==> src/sv/iqd_pkg.sv <==
package iqd_pkg;

  // default number of message entries in the ring
  localparam int unsigned QueueDepthDefault = 256;

  // item operation codes
  typedef enum logic [1:0] {
    OpEnqueue   = 2'd0,
    OpTrigger   = 2'd1,
    OpWriteFlag = 2'd2
  } op_e;

  // result status codes
  typedef enum logic [2:0] {
    StEnqueued  = 3'd0,
    StOnFire    = 3'd1,
    StQueueing  = 3'd2,
    StNoneQueued = 3'd3,
    StDelivered = 3'd4,
    StNoHandler = 3'd5,
    StFlagWritten = 3'd6
  } status_e;

  // input word
  typedef struct packed {
    logic [1:0]  op;
    logic [15:0] message;
    logic        queueing_value;
    logic [15:0] cpu_pc;
    logic [15:0] cpu_a;
    logic [15:0] cpu_sp;
    logic [15:0] handler_address;
  } in_word_t;

  // result word
  typedef struct packed {
    status_e     status;
    logic        delivered;
    logic [15:0] first_push_address;
    logic [15:0] first_push_data;
    logic [15:0] second_push_address;
    logic [15:0] second_push_data;
    logic [15:0] new_a;
    logic [15:0] new_pc;
    logic [15:0] new_sp;
    logic        on_fire;
    logic [8:0]  queued_count;
  } out_word_t;

  // ring control from the top level
  typedef struct packed {
    logic push;
    logic pop;
  } ring_ctrl_t;

  // ring occupancy flags
  typedef struct packed {
    logic empty;
    logic full;
  } ring_flags_t;

endpackage

==> src/sv/iqd_ring.sv <==
module iqd_ring #(
  parameter int unsigned QueueDepth = iqd_pkg::QueueDepthDefault
) (
  input  logic                              clk_i,
  input  logic                              rst_ni,
  input  iqd_pkg::ring_ctrl_t               ctrl_i,
  input  logic [15:0]                       wdata_i,
  output iqd_pkg::ring_flags_t              flags_o,
  output logic [$clog2(QueueDepth+1)-1:0]   count_o,
  output logic [15:0]                       rdata_o
);
  import iqd_pkg::*;

  localparam int unsigned AddrW = $clog2(QueueDepth);
  localparam int unsigned CntW  = $clog2(QueueDepth + 1);
  localparam logic [AddrW-1:0] LastAddr = AddrW'(QueueDepth - 1);

  logic [15:0]      mem_q [QueueDepth];
  logic [15:0]      rdata_q;
  logic [AddrW-1:0] head_q, head_d;
  logic [AddrW-1:0] tail_q, tail_d;
  logic [CntW-1:0]  count_q, count_d;

  // pointer and occupancy update
  always_comb begin
    head_d  = head_q;
    tail_d  = tail_q;
    count_d = count_q;
    if (ctrl_i.push) begin
      tail_d = (tail_q == LastAddr) ? '0 : tail_q + AddrW'(1);
    end
    if (ctrl_i.pop) begin
      head_d = (head_q == LastAddr) ? '0 : head_q + AddrW'(1);
    end
    if (ctrl_i.push && !ctrl_i.pop) begin
      count_d = count_q + CntW'(1);
    end else if (ctrl_i.pop && !ctrl_i.push) begin
      count_d = count_q - CntW'(1);
    end
  end

  always_ff @(posedge clk_i or negedge rst_ni) begin
    if (!rst_ni) begin
      head_q  <= '0;
      tail_q  <= '0;
      count_q <= '0;
    end else begin
      head_q  <= head_d;
      tail_q  <= tail_d;
      count_q <= count_d;
    end
  end

  // message storage, write at tail, registered read at head
  always_ff @(posedge clk_i) begin
    if (ctrl_i.push) begin
      mem_q[tail_q] <= wdata_i;
    end
    if (ctrl_i.pop) begin
      rdata_q <= mem_q[head_q];
    end
  end

  assign flags_o.empty = (count_q == '0);
  assign flags_o.full  = (count_q == CntW'(QueueDepth));
  assign count_o       = count_q;
  assign rdata_o       = rdata_q;

endmodule

==> config.mk <==
export PLATFORM = sky130hd
export DESIGN_NAME = iqd_ring
export DESIGN_NICKNAME = d
export VERILOG_FILES = /design/src/sv/iqd_pkg.sv /design/src/sv/iqd_ring.sv
export SDC_FILE = /design/constraint.sdc
export NUM_CORES = 2
export LEC_CHECK = 0
export BUFFER_PORTS_ARGS = -buffer_cell sky130_fd_sc_hd__buf_4
export CAP_MARGIN = 20
export CELL_PAD_IN_SITES_DETAIL_PLACEMENT = 0
export CELL_PAD_IN_SITES_GLOBAL_PLACEMENT = 1
export CORE_MARGIN = 5
export CORE_UTILIZATION = 55
export CTS_CLUSTER_SIZE = 8
export DETAILED_ROUTE_END_ITERATION = 10
export GPL_TIMING_DRIVEN = 0
export PLACE_DENSITY_LB_ADDON = 0.25
export SETUP_SLACK_MARGIN = 0.2
export SKIP_LAST_GASP = 1
export SLEW_MARGIN = 20
export SYNTH_ARGS = -nofsm -noshare
export SYNTH_HDL_FRONTEND = slang
export SYNTH_SLANG_ARGS = --single-unit
==> constraint.sdc <==
create_clock -name clk_i -period 6.89 [get_ports clk_i]
set_clock_uncertainty 0.05 [all_clocks]
set_input_delay 0.689 -clock clk_i [delete_from_list [all_inputs] [get_ports clk_i]]
set_output_delay 0.689 -clock clk_i [all_outputs]
set_load 0.01 [all_outputs]
---- After elaboration in Yosys (flattened, before gate mapping) ----
Memory sizes are Yosys's and may differ from the RTL's. A register that Yosys moved wholly into a read port is not among the register bits.
Index checks and enable logic that the tools add are counted.
word-level totals
  logic and storage cells ................. 23
  output and inout bits ................... 27
  bits of input ports ..................... 20
  RAM bits ................................ 4096
  memories ................................ 1
  bits in registers ....................... 25
operators by class
  reductions and logical operators ........ 6
  eq/ne operators ......................... 3
  add/sub/neg operators ................... 4
  mux-type cells .......................... 6
memories
  memory  depth  bits a word  rd ports  clocked after Yosys merged registers in  write ports  RTL line        source
  mem_q   256    16           1         1                                        1            iqd_ring.sv:18  logic [15:0] mem_q [QueueDepth];
operators with widths
  kind                   number
  $mux W9                2
  $add A8 B1 Y8 const B  2
  $eq A8 B8 Y1 const B   2
  $mux W8                2
  $add A9 B1 Y9 const B  1
  $eq A9 B9 Y1 const B   1
  $logic_not A9 Y1       1
  $sub A9 B1 Y9 const B  1
  $logic_and A1 B1 Y1    2
  $logic_not A1 Y1       2
  $mux W1                2
  $reduce_bool A2 Y1     1

---- Logic depth before layout (Yosys ltp) ----
  word-level depth ........................ 4
  gate-level depth with buffers ........... 13
  gate-level depth less buffers ........... 11

---- Worst setup path after synthesis ----
No wires, ideal clock.
  path type ............................... input port to flip-flop
  start point ............................. input port ctrl_i[1] (netlist name)
  end point ............................... memory mem_q[160][0], enable pin
  buffers on the path ..................... 1
  stages on the path ...................... 3
  library setup time ...................... 409 ps
  data required time ...................... 6431 ps
  setup slack ............................. 4062 ps
  arrival time ............................ 2368 ps
  cells stage by stage .................... clkbuf_1 > nand3_1 > nor3_1
between the ends
  longest elaborated chain between the ends .. 2
ends and longest elaborated chain
  what                           RTL line        source
  start: declaration             iqd_ring.sv:6   input iqd_pkg::ring_ctrl_t ctrl_i,
  $mux W1                        iqd_ring.sv:56  if (ctrl_i.push) begin
  $mux W1 (implied by the code)  iqd_ring.sv:57  mem_q[tail_q] <= wdata_i;
  end: declaration               iqd_ring.sv:18
Every way passes these cells.

==> impl_metrics.yaml <==
die:
  die_h_um: 548
  dieWidth_um: 548
  core_um2: 288000
  io_pins: 47
  row_count: 197
  initial_utilization: 0.552
  dieArea_um2: 300000
sta:
  setup_slack_ns: 0.105
  hold_viol_final: 0
  maxSlewViolCount: 2
  setup_viol: 0
  worst_slew_pin_slew_ns: 1.51
  fmax_mhz: 147
  min_period_ns: 6.78
  min_period_over_period: 0.985
  holdWs_ns: 0.0317
  rsz0062_at_grt: "no"
  slew-limit-headroom: -0.00671
synthesis:
  ys_ff_latch: 4137
  synthArstFlopShare: 0.00604
  synth_nets: 6861
  synth-seq-area-share: 0.781
  syn_area_um2: 159000
  synth_edf_count: 4112
  ys_types: 64
  ys.flop_type: "edfxtp_1"
  yosys_warnings: 0
  syn_inst: 6825
  synth_area_per_cell_um2: 23.3
final_layout:
  design_area_um2: 188000
  fillers: 18161
  area_delta_synth_final_pct: 18.0
  final_nets: 7766
  layoutNonFillerInstCount: 11653
  drive_above_1_share: 0.348
  multi_input_area_um2: 34500
  seq_area_um2: 124000
drt:
  via_per_inst: 7.45
  initialDrtViolationCount: 16756
  route.vias.total: 86780
  detail-route-antenna-nets: 0
  wl_per_cell_um: 49.2
  first_pass_iters: 6
  routed_wl_um: 573000
  drcViolationCount: 0
clocking:
  clock_path_buffers: 4
  htreeDepth: 6
  clock-sinks: 4137
  clk_latency_ns: 1.07
  clk_pin_slew_ns: 0.05
  cts_tree: "yes"
  cts_resized: 0
  clock-root-buffer: "clkbuf_16"
  ctsHoldBuffers: 10
  numCtsBuffers: 588
  post_cts_buffers: 0
pwr:
  p_total_w: 0.0826
  leakage_nw: 59.0
  power.density_nw_per_um2: 440
  ir_worst_vdd_mv: 0.372
global_routing:
  overflow: 0
  antenna_found_initial: 40
  grt_max_degree: 143
  track_usage: 0.382
  grt_pass1_wl_um: 755000
  grt_pass1_vias: 83077
setup_path:
  reg2reg_depth: 13
  ff2ff_setup_slack_ns: 0.11
  crit_required_ns: 7.59
  worst_setup_path_end_kind: "flip-flop"
  reg2reg_from: "head_q[1]"
  critPathLaunchType: "flip-flop"
  worstReg2RegEnd: "rdata_o[9]"
  arrival_ns: 7.48
  worstPathMaxFanout: 10
  critPathKind: "reg2reg"
place:
  placed_cell_area_um2: 171000
  place_hpwl_um: 381000
  place_congestion: 0.999
  dp_slack_ns: 0.720
  io_buffers: 46
  dpl.cell_count: 10910
hold_path:
  min_to: "mem_q[193][2]"
  hp-start: "wdata_i[2]"
  hp-class: "in2reg"
  hold_path_depth: 1
run:
  cap_violations: 0
run_status:
  violations: "max-slew violations"
  outcome: "finished, violations left"
[sequential cells by signal, summed over array words and instances (netlist names)]
register	cells
count_o	9
head_q	8
mem_q	4096
rdata_o	16
tail_q	8
[stage by stage]
| step | TNS, ns | util |
|---|---|---|
| finish | 0 | 0.652 |
| global route | 0 | 0.652 |
| CTS | 0 | 0.651 |
| detailed placement | 0 | 0.595 |
| global placement | -2.98 | 0.570 |
| floorplan | 0 | - |
[logic make-up after synthesis]
family                   count (synthesis)  share of synthesized area
AO/OA/AOI/OAI                          346                     0.0157
XOR/XNOR                                18                   0.000992
adder cells (fa/ha/maj)                 16                    0.00131
buffers and inverters                  400                     0.0139
flip-flops                            4137                      0.781
multiplexers                          1270                      0.171
AND/OR/NAND/NOR                        638                     0.0169
[worst max-delay path by stage]
stage | from | end | slack [ns] | cells after the start
final | head_q[1] | rdata_o[9] | 0.11 | 13
after global routing | head_q[1] | rdata_o[9] | 0.60 | 12
after floorplan | ctrl_i[1] | mem_q[160][0] | 4.06 | 3
after detailed placement | head_q[1] | rdata_o[12] | 0.72 | 10
after global placement | head_q[1] | rdata_o[11] | -0.64 | 10
after CTS | head_q[1] | rdata_o[12] | 0.70 | 10
[cells in the mapped netlist, drive strengths merged (7+ instances only)]
cell type | count | area [um2]
o22ai | 43 | 269
nor2 | 309 | 1160
nor2b | 17 | 106
a221oi | 32 | 287
and2 | 17 | 106
ha | 15 | 188
buf | 243 | 1610
o31ai | 12 | 90.1
a31oi | 13 | 81.3
edfxtp | 4112 | 123000
nand2 | 178 | 668
nor3 | 28 | 140
a21oi | 25 | 125
o221ai | 10 | 87.6
mux2i | 107 | 1070
a311oi | 7 | 61.3
nand2b | 7 | 43.8
mux4 | 1151 | 25900
dfrtp | 25 | 626
o21ai | 47 | 235
inv | 11 | 43.8
mux2 | 12 | 135
a22oi | 60 | 450
a32oi | 17 | 149
a211oi | 24 | 180
o211ai | 17 | 128
nand3 | 47 | 235
nand4 | 9 | 56.3
clkbuf | 146 | 548
nor4 | 9 | 56.3
xnor2 | 14 | 123
[layer usage]
layer | vias up | routed length (um) | global-route usage
li1 | 30913 | - | -
met1 | 45580 | 184000 | 0.485
met2 | 8499 | 243000 | 0.532
met3 | 1771 | 100000 | 0.187
met4 | 17 | 45000 | 0.233
met5 | - | 273 | 0.00427
[power breakdown]
group	internal, W	switching (W)
logic	0.00929	0.0190
clock network	0.0153	0.0107
registers	0.0281	0.000144
[layout make-up]
cell class / count / area share
Sequential cell: 4137 / 0.661
Clock buffer: 630 / 0.0795
Clock inverter: 62 / 0.00654
Timing Repair Buffer: 315 / 0.0306
Multi-Input combinational cell: 2288 / 0.184
Buffer: 389 / 0.0122
Inverter: 11 / 0.000233
Antenna cell: 40 / 0.000533
Tap cell: 3781 / 0.0252
[cell usage in the layout, fill, tap and decap left out, types with 24 or more instances in the layout]
cell type and n:
nand3_1 47, buf_4 134, buf_2 129, buf_6 78, a22oi_1 60, diode_2 40
clkbuf_1 98, nor2_1 67, nand2_1 178, mux2i_1 107, dfrtp_1 25, nor2_4 199
nor2_2 43, buf_16 123, edfxtp_1 4112, clkbuf_2 87, o22ai_1 43, clkbuf_16 590
buf_8 32, mux4_2 1151, a21oi_1 25, a221oi_1 24, buf_12 42, o21ai_0 46
[worst max-delay path, cell delays in order, from the launching register on]
cell and delay (ns):
dfrtp_1 0.53, buf_4 0.28, buf_6 0.27, buf_2 0.81, buf_2 0.77, buf_2 0.64, buf_2 0.64, mux4_2 0.33
nand2_1 0.06, nand4_1 0.13, nand2_1 0.07, o22ai_1 1.02, nand2_1 0.46, o31ai_1 0.32
(Power assumes the default switching activity.)
